==> config.mk <==
export PLATFORM = sky130hd
export DESIGN_NAME = pgn_movetext_tokenizer
export DESIGN_NICKNAME = d
export VERILOG_FILES = /design/src/design/pmt_pkg.sv /design/src/design/pmt_char_class.sv /design/src/design/pgn_movetext_tokenizer.sv
export SDC_FILE = /design/constraint.sdc
export NUM_CORES = 1
export LEC_CHECK = 0
export BUFFER_PORTS_ARGS = -buffer_cell sky130_fd_sc_hd__buf_2
export CAP_MARGIN = 20
export CORE_AREA = 3 3 129 131
export DETAILED_ROUTE_END_ITERATION = 16
export DIE_AREA = 0 0 132 134
export PLACE_DENSITY_LB_ADDON = 0.05
export SYNTH_ARGS = -nofsm -noshare
export SYNTH_HDL_FRONTEND = slang
export SYNTH_SLANG_ARGS = --single-unit
==> constraint.sdc <==
create_clock -name i_clk -period 10.7 [get_ports i_clk]
set_input_delay 0.535 -clock i_clk [delete_from_list [all_inputs] [get_ports i_clk]]
set_output_delay 0.535 -clock i_clk [all_outputs]
set_load 0.005 [all_outputs]
==> src/design/pmt_pkg.sv <==
package pmt_pkg;

    localparam int MOVE_MAX_CHARS = 8;
    localparam int NEST_MAX       = 255;

    localparam int CHAR_W = 8;
    localparam int NUM_W  = 16;
    localparam int TEXT_W = 64;
    localparam int LEN_W  = 4;
    localparam int GAME_W = 2;
    localparam int NEST_W = 8;
    localparam int OUT_DATA_W = 88;

    localparam logic [NUM_W-1:0] NUM_NONE = 16'hFFFF;
    localparam logic [NUM_W-1:0] NUM_SAT  = 16'h7FFF;

    localparam logic [CHAR_W-1:0] C_STAR   = 8'h2A;
    localparam logic [CHAR_W-1:0] C_DOLLAR = 8'h24;
    localparam logic [CHAR_W-1:0] C_LPAR   = 8'h28;
    localparam logic [CHAR_W-1:0] C_RPAR   = 8'h29;
    localparam logic [CHAR_W-1:0] C_LBRACE = 8'h7B;
    localparam logic [CHAR_W-1:0] C_RBRACE = 8'h7D;
    localparam logic [CHAR_W-1:0] C_SEMI   = 8'h3B;
    localparam logic [CHAR_W-1:0] C_PCT    = 8'h25;
    localparam logic [CHAR_W-1:0] C_DOT    = 8'h2E;
    localparam logic [CHAR_W-1:0] C_SLASH  = 8'h2F;
    localparam logic [CHAR_W-1:0] C_DASH   = 8'h2D;
    localparam logic [CHAR_W-1:0] C_EQ     = 8'h3D;
    localparam logic [CHAR_W-1:0] C_PLUS   = 8'h2B;
    localparam logic [CHAR_W-1:0] C_HASH   = 8'h23;
    localparam logic [CHAR_W-1:0] C_LF     = 8'h0A;
    localparam logic [CHAR_W-1:0] C_ZERO   = 8'h30;

    localparam logic KIND_MOVE   = 1'b0;
    localparam logic KIND_RESULT = 1'b1;

    localparam logic REQ_BYTE     = 1'b0;
    localparam logic REQ_NEW_GAME = 1'b1;

    localparam logic [GAME_W-1:0] GAME_WHITE = 2'd0;
    localparam logic [GAME_W-1:0] GAME_BLACK = 2'd1;
    localparam logic [GAME_W-1:0] GAME_DRAW  = 2'd2;
    localparam logic [GAME_W-1:0] GAME_STAR  = 2'd3;

    typedef struct packed {
        logic       is_nul;
        logic       is_digit;
        logic       is_space;
        logic       is_move;
        logic [3:0] digit;
    } t_char_class;

endpackage

==> src/design/pmt_char_class.sv <==
module pmt_char_class (
    input  logic [pmt_pkg::CHAR_W-1:0] i_char,
    output pmt_pkg::t_char_class       o_class
);

    logic w_digit;
    logic w_alpha;

    always_comb begin
        w_digit = (i_char >= 8'h30) && (i_char <= 8'h39);
        w_alpha = ((i_char >= 8'h61) && (i_char <= 8'h7A)) ||
                  ((i_char >= 8'h41) && (i_char <= 8'h5A));
        o_class.is_nul   = (i_char == 8'h00);
        o_class.is_digit = w_digit;
        o_class.is_space = (i_char == 8'h20) || ((i_char >= 8'h09) && (i_char <= 8'h0D));
        o_class.is_move  = w_alpha || w_digit || (i_char == pmt_pkg::C_DASH) ||
                           (i_char == pmt_pkg::C_EQ) || (i_char == pmt_pkg::C_PLUS) ||
                           (i_char == pmt_pkg::C_HASH);
        o_class.digit    = 4'(i_char - pmt_pkg::C_ZERO);
    end

endmodule

==> src/design/pgn_movetext_tokenizer.sv <==
// Chess game movetext tokenizer.
// Slave channel: one request per byte. tdata carries the movetext byte,
// tuser = 1 restarts for a new game (the byte is then ignored).
// Master channel: one request per completed move or game result.
// tuser is the kind (0 move, 1 result); tdata packs move number, move
// text, move length and game result. Bytes that only advance the parse
// (separators, comments, variations, NAGs) give no output request.
// Throughput is one byte per cycle while the receiver takes results: the
// parser is a single pass of short logic (classifier, multiply by ten, state
// update) between the input register and the output register.
// The byte parses from the input register into the output register.
// When the receiver stalls the output register holds the pending result;
// the input register takes one more byte, then o_s_tready falls until the
// pending result is taken.
// Reset (synchronous, active low) empties both registers and returns the
// parser to move start with no move number pending.
module pgn_movetext_tokenizer (
    input  logic                             i_clk,
    input  logic                             i_rst_n,
    input  logic                             i_s_tvalid,
    output logic                             o_s_tready,
    input  logic [pmt_pkg::CHAR_W-1:0]       i_s_tdata,  // [7:0] char_in
    input  logic                             i_s_tuser,  // [0] req_type
    output logic                             o_m_tvalid,
    input  logic                             i_m_tready,
    // [15:0] move_number, [79:16] move_text, [83:80] move_length,
    // [85:84] game_result, [87:86] zero
    output logic [pmt_pkg::OUT_DATA_W-1:0]   o_m_tdata,
    output logic                             o_m_tuser   // [0] out_kind
);

    typedef enum logic [3:0] {
        S_START = 4'd0,
        S_MOVE  = 4'd1,
        S_NUM   = 4'd2,
        S_NAG   = 4'd3,
        S_BRACE = 4'd4,
        S_LINE  = 4'd5,
        S_VAR   = 4'd6,
        S_ESC   = 4'd7,
        S_OVER  = 4'd8
    } t_state;

    logic                          r_in_valid;
    logic                          r_in_req;
    logic [pmt_pkg::CHAR_W-1:0]    r_in_char;

    t_state                        r_state, n_state;
    logic [pmt_pkg::NUM_W-1:0]     r_num, n_num;
    logic [pmt_pkg::TEXT_W-1:0]    r_chars, n_chars;
    logic [pmt_pkg::LEN_W-1:0]     r_count, n_count;
    logic [pmt_pkg::NEST_W-1:0]    r_nest, n_nest;

    logic                          r_out_valid;
    logic                          r_out_kind;
    logic [pmt_pkg::NUM_W-1:0]     r_out_num;
    logic [pmt_pkg::TEXT_W-1:0]    r_out_text;
    logic [pmt_pkg::LEN_W-1:0]     r_out_len;
    logic [pmt_pkg::GAME_W-1:0]    r_out_game;

    logic                          w_fire;
    logic                          w_res_valid;
    logic                          w_res_kind;
    logic [pmt_pkg::NUM_W-1:0]     w_res_num;
    logic [pmt_pkg::TEXT_W-1:0]    w_res_text;
    logic [pmt_pkg::LEN_W-1:0]     w_res_len;
    logic [pmt_pkg::GAME_W-1:0]    w_res_game;
    logic [18:0]                   w_num_x10;
    logic [pmt_pkg::TEXT_W-1:0]    w_added_chars;
    logic [pmt_pkg::LEN_W-1:0]     w_added_count;
    logic [pmt_pkg::NEST_W-1:0]    w_nest_dec;
    pmt_pkg::t_char_class          w_cc;

    pmt_char_class u_class (
        .i_char  (r_in_char),
        .o_class (w_cc)
    );

    assign w_fire     = r_in_valid && (!r_out_valid || i_m_tready);
    assign o_s_tready = !r_in_valid || w_fire;

    // accumulator is non-negative while a number is being read
    assign w_num_x10 = {1'b0, r_num[14:0], 3'b000} + {3'b000, r_num[14:0], 1'b0}
                     + {15'd0, w_cc.digit};

    assign w_nest_dec = (r_nest != '0) ? r_nest - 8'd1 : r_nest;

    always_comb begin
        w_added_chars = r_chars;
        w_added_count = r_count;
        if (r_count < pmt_pkg::LEN_W'(pmt_pkg::MOVE_MAX_CHARS)) begin
            for (int i = 0; i < pmt_pkg::MOVE_MAX_CHARS; i++) begin
                if (r_count == pmt_pkg::LEN_W'(i)) begin
                    w_added_chars[8*i +: 8] = r_in_char;
                end
            end
            w_added_count = r_count + 4'd1;
        end
    end

    always_comb begin
        n_state     = r_state;
        n_num       = r_num;
        n_chars     = r_chars;
        n_count     = r_count;
        n_nest      = r_nest;
        w_res_valid = 1'b0;
        w_res_kind  = pmt_pkg::KIND_MOVE;
        w_res_num   = '0;
        w_res_text  = '0;
        w_res_len   = '0;
        w_res_game  = pmt_pkg::GAME_WHITE;
        if (r_in_req == pmt_pkg::REQ_NEW_GAME) begin
            n_state = S_START;
            n_num   = pmt_pkg::NUM_NONE;
            n_chars = '0;
            n_count = '0;
            n_nest  = '0;
        end else if (!w_cc.is_nul) begin
            unique case (r_state)
                S_START: begin
                    if (w_cc.is_digit) begin
                        n_state = S_NUM;
                        n_num   = {12'd0, w_cc.digit};
                    end else if (w_cc.is_move) begin
                        n_state = S_MOVE;
                        n_chars = {56'd0, r_in_char};
                        n_count = 4'd1;
                    end else if (r_in_char == pmt_pkg::C_STAR) begin
                        n_state     = S_OVER;
                        w_res_valid = 1'b1;
                        w_res_kind  = pmt_pkg::KIND_RESULT;
                        w_res_game  = pmt_pkg::GAME_STAR;
                    end else if (r_in_char == pmt_pkg::C_DOLLAR) begin
                        n_state = S_NAG;
                    end else if (r_in_char == pmt_pkg::C_LPAR) begin
                        n_state = S_VAR;
                        n_nest  = 8'd1;
                    end else if (r_in_char == pmt_pkg::C_LBRACE) begin
                        n_state = S_BRACE;
                    end else if (r_in_char == pmt_pkg::C_SEMI) begin
                        n_state = S_LINE;
                    end else if (r_in_char == pmt_pkg::C_PCT) begin
                        n_state = S_ESC;
                    end
                end
                S_NUM: begin
                    if (w_cc.is_digit) begin
                        n_num = (w_num_x10 > 19'(pmt_pkg::NUM_SAT)) ? pmt_pkg::NUM_SAT
                                                                   : w_num_x10[15:0];
                    end else if (r_in_char == pmt_pkg::C_DOT || w_cc.is_space) begin
                        n_state = S_START;
                    end else if (r_in_char == pmt_pkg::C_SLASH) begin
                        n_state     = S_OVER;
                        w_res_valid = 1'b1;
                        w_res_kind  = pmt_pkg::KIND_RESULT;
                        w_res_game  = pmt_pkg::GAME_DRAW;
                    end else if (r_in_char == pmt_pkg::C_DASH) begin
                        n_state     = S_OVER;
                        w_res_valid = 1'b1;
                        w_res_kind  = pmt_pkg::KIND_RESULT;
                        w_res_game  = (r_num == 16'd1) ? pmt_pkg::GAME_WHITE
                                                       : pmt_pkg::GAME_BLACK;
                    end
                end
                S_MOVE: begin
                    if (w_cc.is_move) begin
                        n_chars = w_added_chars;
                        n_count = w_added_count;
                    end else begin
                        w_res_valid = 1'b1;
                        w_res_kind  = pmt_pkg::KIND_MOVE;
                        w_res_num   = r_num;
                        w_res_text  = r_chars;
                        w_res_len   = r_count;
                        n_state     = S_START;
                        n_num       = pmt_pkg::NUM_NONE;
                        n_chars     = '0;
                        n_count     = '0;
                        n_nest      = '0;
                    end
                end
                S_NAG: begin
                    if (!w_cc.is_digit) begin
                        n_state = S_START;
                    end
                end
                S_BRACE: begin
                    if (r_in_char == pmt_pkg::C_RBRACE) begin
                        n_state = S_START;
                    end
                end
                S_LINE, S_ESC: begin
                    if (r_in_char == pmt_pkg::C_LF) begin
                        n_state = S_START;
                    end
                end
                S_VAR: begin
                    if (r_in_char == pmt_pkg::C_RPAR) begin
                        n_nest = w_nest_dec;
                        if (w_nest_dec == '0) begin
                            n_state = S_START;
                        end
                    end else if (r_in_char == pmt_pkg::C_LPAR) begin
                        if (r_nest < pmt_pkg::NEST_W'(pmt_pkg::NEST_MAX)) begin
                            n_nest = r_nest + 8'd1;
                        end
                    end
                end
                S_OVER: begin
                end
                default: begin
                end
            endcase
        end
    end

    always_ff @(posedge i_clk) begin
        if (!i_rst_n) begin
            r_in_valid  <= 1'b0;
            r_out_valid <= 1'b0;
            r_state     <= S_START;
            r_num       <= pmt_pkg::NUM_NONE;
            r_chars     <= '0;
            r_count     <= '0;
            r_nest      <= '0;
        end else begin
            if (o_s_tready) begin
                r_in_valid <= i_s_tvalid;
            end
            if (i_s_tvalid && o_s_tready) begin
                r_in_req  <= i_s_tuser;
                r_in_char <= i_s_tdata;
            end
            if (w_fire) begin
                r_state     <= n_state;
                r_num       <= n_num;
                r_chars     <= n_chars;
                r_count     <= n_count;
                r_nest      <= n_nest;
                r_out_valid <= w_res_valid;
            end else if (i_m_tready) begin
                r_out_valid <= 1'b0;
            end
            if (w_fire && w_res_valid) begin
                r_out_kind <= w_res_kind;
                r_out_num  <= w_res_num;
                r_out_text <= w_res_text;
                r_out_len  <= w_res_len;
                r_out_game <= w_res_game;
            end
        end
    end

    assign o_m_tvalid = r_out_valid;
    assign o_m_tuser  = r_out_kind;
    assign o_m_tdata  = {2'b00, r_out_game, r_out_len, r_out_text, r_out_num};

endmodule

==> summary.log, run 1 <==
qor: route.wirelength 21.6 mm
qor: sta.min_period_over_period 41.0%
qor: cts.worst_skew_pair.late_latency 430 ps
qor: setup_path.cp.buffers_inverters 2
qor: setup_path.cp_endpoint r_num[7]
qor: setup_path.cp_max_fo 14
qor: route.detail-route-antenna-nets 0
qor: cts.clk_pin_slew_worst_paths 80 ps
qor: setup_path.slowest_delay 950 ps
qor: route.remaining_drc_errors 0
qor: cts.cts-root-to-sink-buffers 2
qor: finish.antennaDiodeCount 0
qor: setup_path.ff2ff_setup_slack 6310 ps
qor: cts.cts-buffers-inserted 17
qor: setup_path.path_cells inv_1 > fa_1 > inv_1 > ha_1 > a21oi_1 > nand4b_1 > a21oi_1 > o311ai_0 > o311ai_0 > o31ai_1 > o311ai_0
qor: route.vias 6893
qor: grt.grt_overflow_total 0
qor: cts.tritoncts yes
qor: placed_design.detailed_place_hpwl 15.6 mm
qor: finish.layout.core_utilization 66.3%
qor: grt.grt_max_degree 85
qor: hold_path.holdCritPathClass input port to flop
qor: sta.slew_at_the_pin_closest_to_its_max_slew_limit 1070 ps
qor: sta.hold_violations 0
qor: route.drt-vias-per-instance 5.83
qor: setup_path.worst-setup-path-type flop to flop
qor: synthesis.synth_cell_area 9180 um^2
qor: sta.report.final.slew_viol_count 0
qor: setup_path.path_depth 11
qor: finish.commonest_cells_after_routing_fill_and_taps_aside nand2_1 (109), buf_2 (101), dfxtp_1 (98)
qor: finish.drive_gt1_share 15.3%
qor: floorplanning.die_height 134 um
qor: synthesis.yosysWarningCount 0
qor: setup_path.crit_family compound AO/OA/AOI/OAI gates
qor: cts.clock_sinks 194
qor: finish.layout.filler_cells 1223
qor: route.pre_repair_dr_iteration_count 5
qor: placed_design.place_congestion 0.954
qor: setup_path.r2r_start r_in_char[3]
qor: sta.fmaxAchievable 228 MHz
qor: finish.leading_cell_type_in_the_layout_fill_and_taps_excluded nand2_1
qor: setup_path.crit_required 10920 ps
qor: grt.global_route.usage.total 24.4%
qor: cts.ctsResizeCount 0
qor: placed_design.portBuffers 101
qor: synthesis.ys_async_sr_fraction 0%
qor: pwr.vdd.ir_drop.worst 0.108 mV
qor: pwr.cellLeakagePower 4.29 nW
qor: grt.grt_pass1_vias 6691
qor: setup_path.crit_path_frequent_cell o311ai_0
qor: floorplanning.die_w 132 um
qor: hold_path.holdPathStages 1
qor: pwr.power_per_cell_area 159 nW/um^2
qor: cts.cts_root_buf clkbuf_16
qor: cts.cts_max_level 4
qor: setup_path.critical_path.startpoint_type flop
qor: synthesis.synth_enable_flop_cells 96
qor: sta.final_min_period 4390 ps
qor: finish.final_cell_count_no_fill 1182
qor: floorplanning.floorplan.die_area 17700 um^2
qor: sta.grt_setup_unrepaired no
qor: status.status completed
qor: run.cap_violations 0
qor: finish.areaGrowthSynthToFinish 13.6%
qor: synthesis.synth_cells 879
qor: placed_design.numPlacedInstances 1148
qor: cts.post-cts-setup-buffer-count 0
qor: floorplanning.row_count 46
qor: synthesis.synth_flop_cell dfxtp_1
qor: floorplanning.floorplan.core_area 15700 um^2
qor: floorplanning.starting_density_of_the_core 58.4%
qor: sta.fin_worst_skew 8.63 ps
qor: route.wl_per_cell 18.3 um
qor: sta.timing.setup.tns 0 ps
qor: sta.number_of_failing_setup_endpoints_in_the_final_timing_report 0
qor: sta.slew-limit-headroom 28.7%
qor: setup_path.cp-startpoint r_in_char[3]
qor: synthesis.synth_area_per_cell 10.4 um^2
qor: synthesis.yosysSeqAreaShare 52.8%
qor: grt.antenna_found_initial 0
qor: synthesis.synth.ff_latch_count 194
qor: placed_design.cell_area_after_placement 9780 um^2
qor: finish.layout.nets 1004
qor: setup_path.critical_path.slowest_cell o31ai_1
qor: setup_path.reg2regPathDepth 11
qor: floorplanning.io-pin-count 104
qor: cts.holdBufCountCts 0
qor: setup_path.critPathCaptureType flop
qor: setup_path.worst-endpoint-arrival 4610 ps
qor: grt.first_pass_grt_wire_length 34.8 mm
qor: finish.design_area 10400 um^2
qor: route.first_iter_violations 596
qor: synthesis.post_synth_num_cell_types 70
qor: setup_path.rr_endpoint r_num[7]
==> layer usage <==
layer	wire length (um)	track usage (%)	vias up	share of wire, %
li1	-	-	3332	-
met1	9060	31.5	3292	42
met2	11100	43.0	232	51
met3	1130	3.75	37	5.2
met4	364	6.53	0	1.7
met5	0	0	-	0
==> through the flow <==
| stage | hold slack (ps) | worst slack, ps | power (W) |
|---|---|---|---|
| final | 284 | 6310 | 0.00166 |
| after global routing | 268 | 5790 | 0.00173 |
| after CTS | 271 | 6340 | 0.00167 |
| after detailed placement | 432 | 6340 | 0.00103 |
| after global placement | 413 | 6630 | 0.00103 |
| after floorplan | 405 | 1780 | 0.000979 |
==> synthesized netlist by cell type (all sizes together), types with 3 or more instances <==
master	n	area (um^2)
a211oi	3	27.5
a21o	6	45.0
a21oi	46	230
a22o	15	131
a31oi	8	50.1
and2	85	532
and3	6	37.5
buf	7	43.8
clkbuf	45	169
dfxtp	98	1960
edfxtp	96	2880
ha	36	450
inv	21	78.8
mux2i	54	541
nand2	109	409
nand2b	13	81.3
nand3	20	100
nand3b	3	22.5
nand4	3	18.8
nor2	46	173
nor2b	6	37.5
nor3	17	90.1
nor4	17	106
o21a	5	37.5
o21ai	15	75.1
o221a	3	33.8
o22ai	5	31.3
o311ai	16	148
o31ai	4	30.0
or3	12	75.1
or4	7	56.3
xnor2	8	70.1
xor2	6	52.6
==> state kept, by name, indices dropped and copies added, names as in the netlist <==
signal and cells:
o_m_tuser 1, r_chars 64, r_state 4, r_out_text 64
r_in_valid 1, r_out_game 2, r_in_req 1, o_m_tvalid 1
r_out_len 4, r_out_num 16, r_nest 8, r_num 16
r_count 4, r_in_char 8
==> final cells by class <==
class	count	area, um^2	area share (%)
sequential	194	4840	46.5
multi-input combinational	613	4060	39.0
timing repair buffer	106	551	5.28
clock buffer	17	425	4.08
tap	216	270	2.59
clock inverter	15	190	1.82
inverter	21	78.8	0.756
==> cell families after synthesis <==
group / after synthesis / share of synthesized area, %
compound gates: 150 / 11.5
xor+xnor: 14 / 1.34
fa+ha+maj: 38 / 5.34
buf+inv: 73 / 3.18
flops: 194 / 52.8
mux: 54 / 5.89
other cells: 1 / 0.0409
simple gates: 355 / 20.0
==> how the worst min path moves through the flow <==
stage / to / slack (ps) / start
floorplan: r_chars[15] / 410 / r_chars[15]
global placement: r_chars[23] / 410 / r_chars[23]
detailed placement: r_chars[55] / 430 / r_chars[55]
CTS: r_in_char[3] / 270 / i_s_tdata[3]
global route: r_in_char[3] / 270 / i_s_tdata[3]
finish: r_in_char[3] / 280 / i_s_tdata[3]
==> power by group <==
group          leakage [nW]  switching [W]  internal (W)  total (W)
logic                  2.18       0.000130     0.0000869   0.000217
registers              1.81      0.0000201      0.000782   0.000803
clock network         0.299       0.000304      0.000338   0.000642
total                  4.29       0.000454       0.00121    0.00166
(Power assumes the default switching activity.)
==> run 2, diff against run 1 <==
--- a/config.mk
+++ b/config.mk
@@ -7,9 +7,9 @@
 export LEC_CHECK = 0
 export BUFFER_PORTS_ARGS = -buffer_cell sky130_fd_sc_hd__buf_2
 export CAP_MARGIN = 20
-export CORE_AREA = 3 3 129 131
+export CORE_AREA = 3 3 136 138
 export DETAILED_ROUTE_END_ITERATION = 16
-export DIE_AREA = 0 0 132 134
+export DIE_AREA = 0 0 139 141
 export PLACE_DENSITY_LB_ADDON = 0.05
 export SYNTH_ARGS = -nofsm -noshare
 export SYNTH_HDL_FRONTEND = slang
==> constraint.sdc (replaced) <==
create_clock -name i_clk -period 3.9 [get_ports i_clk]
set_input_delay 0.195 -clock i_clk [delete_from_list [all_inputs] [get_ports i_clk]]
set_output_delay 0.195 -clock i_clk [all_outputs]
set_load 0.005 [all_outputs]
==> run 2 against run 1 <==
Net effect:
- final area grew 2.3%
- highest routed layer unchanged
- die area up 11%
- worst setup slack worse by 6000 ps
- largest power group unchanged
- sequential power rose to 2.7 times the previous value
- utilization fell by 4.7 points
- register-to-register slack worse by 6000 ps
- flip-flop and latch count did not move
- maximum frequency grew 24%
- power increased to 2.8 times the previous value
- wire length rose by 1.8%
==> summary.log, run 2 (synthesized netlist as in run 1, its figures left out) <==
qor: setup_path.crit_required 4170 ps
qor: grt.groute.layer.met1.usage 30.5%
qor: cts.cts-buffers-inserted 17
qor: floorplanning.row_count 48
qor: sta.report.final.slew_viol_count 0
qor: floorplanning.starting_density_of_the_core 53.1%
qor: pwr.power_per_cell_area 429 nW/um^2
qor: grt.antenna_found_initial 0
qor: pwr.vdd.ir_drop.worst 0.315 mV
qor: pwr.cellLeakagePower 4.40 nW
qor: setup_path.worst-setup-path-type flop to flop
qor: finish.design_area 10700 um^2
qor: setup_path.r2r_start r_in_char[2]
qor: floorplanning.floorplan.core_area 17300 um^2
qor: finish.areaGrowthSynthToFinish 16.2%
qor: hold_path.min_to o_m_tvalid
qor: sta.final_min_period 3540 ps
qor: grt.met2_usage 38.2%
qor: route.pre_repair_dr_iteration_count 5
qor: floorplanning.io-pin-count 104
qor: finish.drive_gt1_share 17.0%
qor: cts.cts-root-to-sink-buffers 2
qor: route.wl_per_cell 18.1 um
qor: setup_path.ff2ff_setup_slack 360 ps
qor: setup_path.critPathCaptureType flop
qor: cts.worst_skew_pair.late_latency 440 ps
qor: grt.first_pass_grt_wire_length 36.0 mm
qor: setup_path.worst-endpoint-arrival 3810 ps
qor: finish.leading_cell_type_in_the_layout_fill_and_taps_excluded nand2_1
qor: setup_path.rr_endpoint r_num[14]
qor: route.detail-route-antenna-nets 0
qor: placed_design.cell_area_after_placement 9960 um^2
qor: route.remaining_drc_errors 0
qor: sta.slew-limit-headroom 29.2%
qor: sta.slew_at_the_pin_closest_to_its_max_slew_limit 1060 ps
qor: hold_path.holdCritPathClass input port to flop
qor: sta.fmaxAchievable 283 MHz
qor: sta.min_period_over_period 90.7%
qor: hold_path.holdPathStages 3
qor: route.vias 6992
qor: finish.commonest_cells_after_routing_fill_and_taps_aside nand2_1 (109), buf_2 (101), dfxtp_1 (98)
qor: route.wirelength 22.0 mm
qor: cts.clock_sinks 194
qor: route.drt-vias-per-instance 5.75
qor: hold_path.hold_path.startpoint i_m_tready
qor: placed_design.detailed_place_hpwl 15.7 mm
qor: setup_path.reg2regPathDepth 12
qor: placed_design.place_congestion 0.942
qor: grt.grt_use_met3 3.36%
qor: setup_path.cp_max_fo 11
qor: sta.grt_setup_unrepaired no
qor: cts.cts_max_level 4
qor: cts.cts_root_buf clkbuf_16
qor: grt.grt_max_degree 75
qor: floorplanning.die_w 139 um
qor: cts.tritoncts yes
qor: run.cap_violations 0
qor: setup_path.critical_path.startpoint_type flop
qor: sta.number_of_failing_setup_endpoints_in_the_final_timing_report 0
qor: grt.grt_overflow_total 0
qor: sta.hold_violations 0
qor: cts.clk_pin_slew_worst_paths 80 ps
qor: setup_path.cp-startpoint r_in_char[2]
qor: finish.largest_registers r_chars x64, r_out_text x64
qor: grt.global_route.usage.total 22.7%
qor: grt.grt_busiest_layer met2
qor: cts.post-cts-setup-buffer-count 0
qor: floorplanning.floorplan.die_area 19600 um^2
qor: status.status completed
qor: floorplanning.die_height 141 um
qor: sta.fin_worst_skew 11.1 ps
qor: placed_design.portBuffers 101
qor: route.first_iter_violations 508
qor: sta.finalHoldWorstSlack 109 ps
qor: finish.antennaDiodeCount 0
qor: grt.grt_pass1_vias 6781
qor: finish.layout.nets 1028
==> run 2: metal layers <==
metal	up-vias	part of all wire (%)
li1	3383	-
met4	0	1.4
met2	234	49
met1	3352	44
met5	-	0
met3	23	5.1
==> run 2: worst max path at each step <==
stage                endpoint  slack [ps]  cells past startpoint
global route        r_nest[1]         210                      7
finish              r_num[14]         360                     12
detailed placement  r_num[14]         390                     12
global placement    r_num[10]         510                     12
CTS                  r_num[8]         360                     12
floorplan           o_m_tuser        -650                      8
==> run 2: report_power, final <==
group	switching [W]	internal [W]
clock network	0.000868	0.000883
registers	0.0000406	0.00215
logic	0.000385	0.000257
total	0.00129	0.00329
==> run 2: through the flow <==
step	std cells	setup TNS [ps]	worst slack, ps	util, %	power, W
floorplan	880	-57170	-653	-	0.00269
global placement	1172	0	509	57.6	0.00284
detailed placement	1172	0	387	57.6	0.00286
CTS	1214	0	355	61.6	0.00459
global route	1215	0	210	61.7	0.00476
finish	1215	0	363	61.7	0.00458
==> run 2: layout make-up <==
class / instances / area (um^2)
flip-flops and latches: 194 / 4840
fillers: 1408 / 6630
clock inverters: 14 / 159
inverters: 21 / 78.8
clock buffers: 18 / 439
repair buffers: 130 / 773
well taps: 225 / 282
multi-input cells: 613 / 4090
==> run 2: what timing repair did <==
item | CTS | global route
setup endpoints to repair | 0 | 1
resized for setup | 0 | 1
hold buffers | 10 | 0
hold endpoints to repair | 10 | 0
==> run 2: worst max-delay path, stage by stage, from the launching register on <==
cell      delay (ps)
edfxtp_1         550
ha_1             350
ha_1             180
inv_1             60
fa_1             410
nand2b_1         190
a21oi_1          290
o31ai_1          150
o21ai_0          330
a21oi_1          240
o31ai_1          260
buf_4            210
o311ai_0         150
==> run 3, diff against run 2 <==
--- a/config.mk
+++ b/config.mk
@@ -7,9 +7,10 @@
 export LEC_CHECK = 0
 export BUFFER_PORTS_ARGS = -buffer_cell sky130_fd_sc_hd__buf_2
 export CAP_MARGIN = 20
-export CORE_AREA = 3 3 136 138
+export CORE_AREA = 3 3 134 136
+export CTS_BUF_LIST = sky130_fd_sc_hd__clkbuf_2 sky130_fd_sc_hd__clkbuf_4 sky130_fd_sc_hd__clkbuf_8
 export DETAILED_ROUTE_END_ITERATION = 16
-export DIE_AREA = 0 0 139 141
+export DIE_AREA = 0 0 137 139
 export PLACE_DENSITY_LB_ADDON = 0.05
 export SYNTH_ARGS = -nofsm -noshare
 export SYNTH_HDL_FRONTEND = slang
==> run 3 against run 2 <==
Net effect:
- clock power shrank 21%
- flip-flop and latch count is the same
- largest power group unchanged
- wire length shrank 2.3%
- maximum frequency grew 1.5%
- critical path depth is the same
- via count shrank 1.5%
==> summary.log, run 3 (synthesized netlist as in run 1, its figures left out) <==
qor: status.status completed
qor: hold_path.holdPathStages 3
qor: sta.number_of_failing_setup_endpoints_in_the_final_timing_report 0
qor: setup_path.ff2ff_setup_slack 410 ps
qor: route.wl_per_cell 17.7 um
qor: finish.multiInputGateArea 4090 um^2
qor: cts.post-cts-setup-buffer-count 0
qor: grt.antenna_found_initial 0
qor: sta.hold_violations 0
qor: grt.grt_overflow_total 0
qor: setup_path.path_cells inv_1 > fa_1 > inv_1 > ha_1 > a21oi_1 > nand4b_1 > a21oi_1 > o22ai_1 > o311ai_0 > o31ai_1 > buf_4 > o311ai_0
qor: route.vias 6884
qor: sta.slew-limit-headroom 28.2%
qor: setup_path.cp_max_fo 11
qor: setup_path.critical_path.slowest_cell o311ai_0
qor: cts.tritoncts yes
qor: finish.antennaDiodeCount 0
qor: setup_path.rr_endpoint r_num[8]
qor: hold_path.min_to o_m_tvalid
qor: setup_path.r2r_start r_num[2]
qor: grt.grt_pass1_vias 6663
qor: route.detail-route-antenna-nets 0
qor: grt.first_pass_grt_wire_length 34.9 mm
qor: route.pre_repair_dr_iteration_count 5
qor: sta.slew_at_the_pin_closest_to_its_max_slew_limit 1080 ps
qor: run.cap_violations 0
qor: setup_path.critPathCaptureType flop
qor: route.remaining_drc_errors 0
qor: sta.report.final.slew_viol_count 0
qor: floorplanning.row_count 48
qor: sta.final_min_period 3490 ps
qor: floorplanning.floorplan.die_area 19000 um^2
qor: setup_path.reg2regPathDepth 12
qor: finish.layout.filler_cells 1408
qor: finish.commonest_cells_after_routing_fill_and_taps_aside nand2_1 (109), buf_2 (101), dfxtp_1 (98)
qor: floorplanning.die_w 137 um
qor: placed_design.place_congestion 0.868
qor: cts.worst_skew_pair.late_latency 470 ps
qor: hold_path.holdCritPathClass input port to flop
qor: grt.grt_max_degree 75
qor: setup_path.critical_path.startpoint_type flop
qor: sta.grt_setup_unrepaired no
qor: finish.largest_registers r_chars x64, r_out_text x64
qor: finish.ff_latch_area 4840 um^2
qor: sta.final.setup.worst_slack 414 ps
qor: floorplanning.io-pin-count 104
qor: pwr.cellLeakagePower 4.32 nW
qor: cts.cts-buffers-inserted 17
qor: finish.layout.nets 1029
qor: sta.min_period_over_period 89.4%
qor: cts.clk_pin_slew_worst_paths 110 ps
qor: cts.cts-root-to-sink-buffers 2
qor: sta.fmaxAchievable 287 MHz
qor: route.first_iter_violations 445
qor: finish.areaGrowthSynthToFinish 14.4%
qor: floorplanning.die_height 139 um
qor: cts.cts_max_level 4
qor: hold_path.hold_path.startpoint i_m_tready
qor: sta.finalHoldWorstSlack 73.2 ps
qor: grt.global_route.usage.total 23.0%
qor: setup_path.slowest_delay 850 ps
qor: placed_design.portBuffers 101
qor: floorplanning.starting_density_of_the_core 53.8%
qor: floorplanning.floorplan.core_area 17100 um^2
qor: cts.cts_root_buf clkbuf_8
qor: placed_design.dp_worst_setup_slack 477 ps
qor: setup_path.crit_required 4250 ps
qor: route.wirelength 21.5 mm
qor: sta.fin_worst_skew 14.4 ps
qor: finish.drive_gt1_share 17.1%
qor: cts.clock_sinks 194
qor: setup_path.worst-endpoint-arrival 3830 ps
qor: placed_design.detailed_place_hpwl 15.3 mm
qor: pwr.vdd.ir_drop.worst 0.234 mV
qor: finish.leading_cell_type_in_the_layout_fill_and_taps_excluded nand2_1
qor: pwr.power_per_cell_area 400 nW/um^2
qor: setup_path.worst-setup-path-type flop to flop
qor: route.drt-vias-per-instance 5.66
[run 3: changes by cell type in the layout (fill, tap and decap cells not counted), sizes merged]
cell and change:
clkinvlp +1, inv -2, buf +1, bufinv +1
[run 3: what timing repair did]
| item | in CTS | in global routing |
|---|---|---|
| hold buffers | 10 | 0 |
| resized for setup | 0 | 0 |
| endpoints found under the hold margin | 10 | 0 |
[run 3: how the worst max path moves through the flow]
stage                       from         to  slack, ps
floorplan           r_in_char[0]  o_m_tuser       -650
global placement    r_in_char[4]  r_nest[1]        550
detailed placement  r_in_char[3]   r_num[8]        480
CTS                 r_in_char[3]   r_num[8]        430
global route            r_num[2]   r_num[8]        170
finish                  r_num[2]   r_num[8]        410
[run 3: routing by layer]
| layer | wire length (um) | vias up | share of wire [%] | GRT usage, % |
|---|---|---|---|---|
| met5 | 0 | - | 0 | 0 |
| met4 | 302 | 0 | 1.4 | 6.46 |
| met3 | 983 | 24 | 4.6 | 3.01 |
| met2 | 10600 | 193 | 49 | 38.4 |
| met1 | 9570 | 3288 | 45 | 31.4 |
| li1 | - | 3379 | - | - |
[run 3: final cells by class]
cell class / instances / area share, %
clock buffer: 18 / 2.36
clock inverter: 14 / 1.78
inverter: 21 / 0.751
sequential: 194 / 46.2
multi-input combinational: 613 / 39.0
tap: 225 / 2.68
timing repair buffer: 131 / 7.32
[run 3: report_power, final]
part           switching [W]  total [W]  leakage (nW)  internal (W)
sequential         0.0000408    0.00219          1.81       0.00215
combinational       0.000372   0.000627          2.30      0.000254
clock               0.000815    0.00139         0.210      0.000570
[run 3: metrics by stage]
| stage | total power [W] | util [%] | area, um^2 | std cells | TNS (ps) |
|---|---|---|---|---|---|
| 4_1_cts | 0.00422 | 61.5 | 10500 | 1216 | 0 |
| 5_1_grt | 0.00438 | 61.5 | 10500 | 1216 | 0 |
| 3_3_place_gp | 0.00283 | 58.4 | 9960 | 1174 | 0 |
| 3_5_place_dp | 0.00285 | 58.4 | 9960 | 1174 | 0 |
| 2_1_floorplan | 0.00269 | - | 9240 | 880 | -57170 |
| 6_report | 0.00420 | 61.5 | 10500 | 1216 | 0 |
[run 3: critical path: cells and delay by family (launching register included)]
| family | cells | cell delay (ps) |
|---|---|---|
| compound gates | 6 | 1570 |
| fa+ha+maj | 2 | 810 |
| buf+inv | 3 | 370 |
| flops | 1 | 420 |
| simple gates | 1 | 190 |
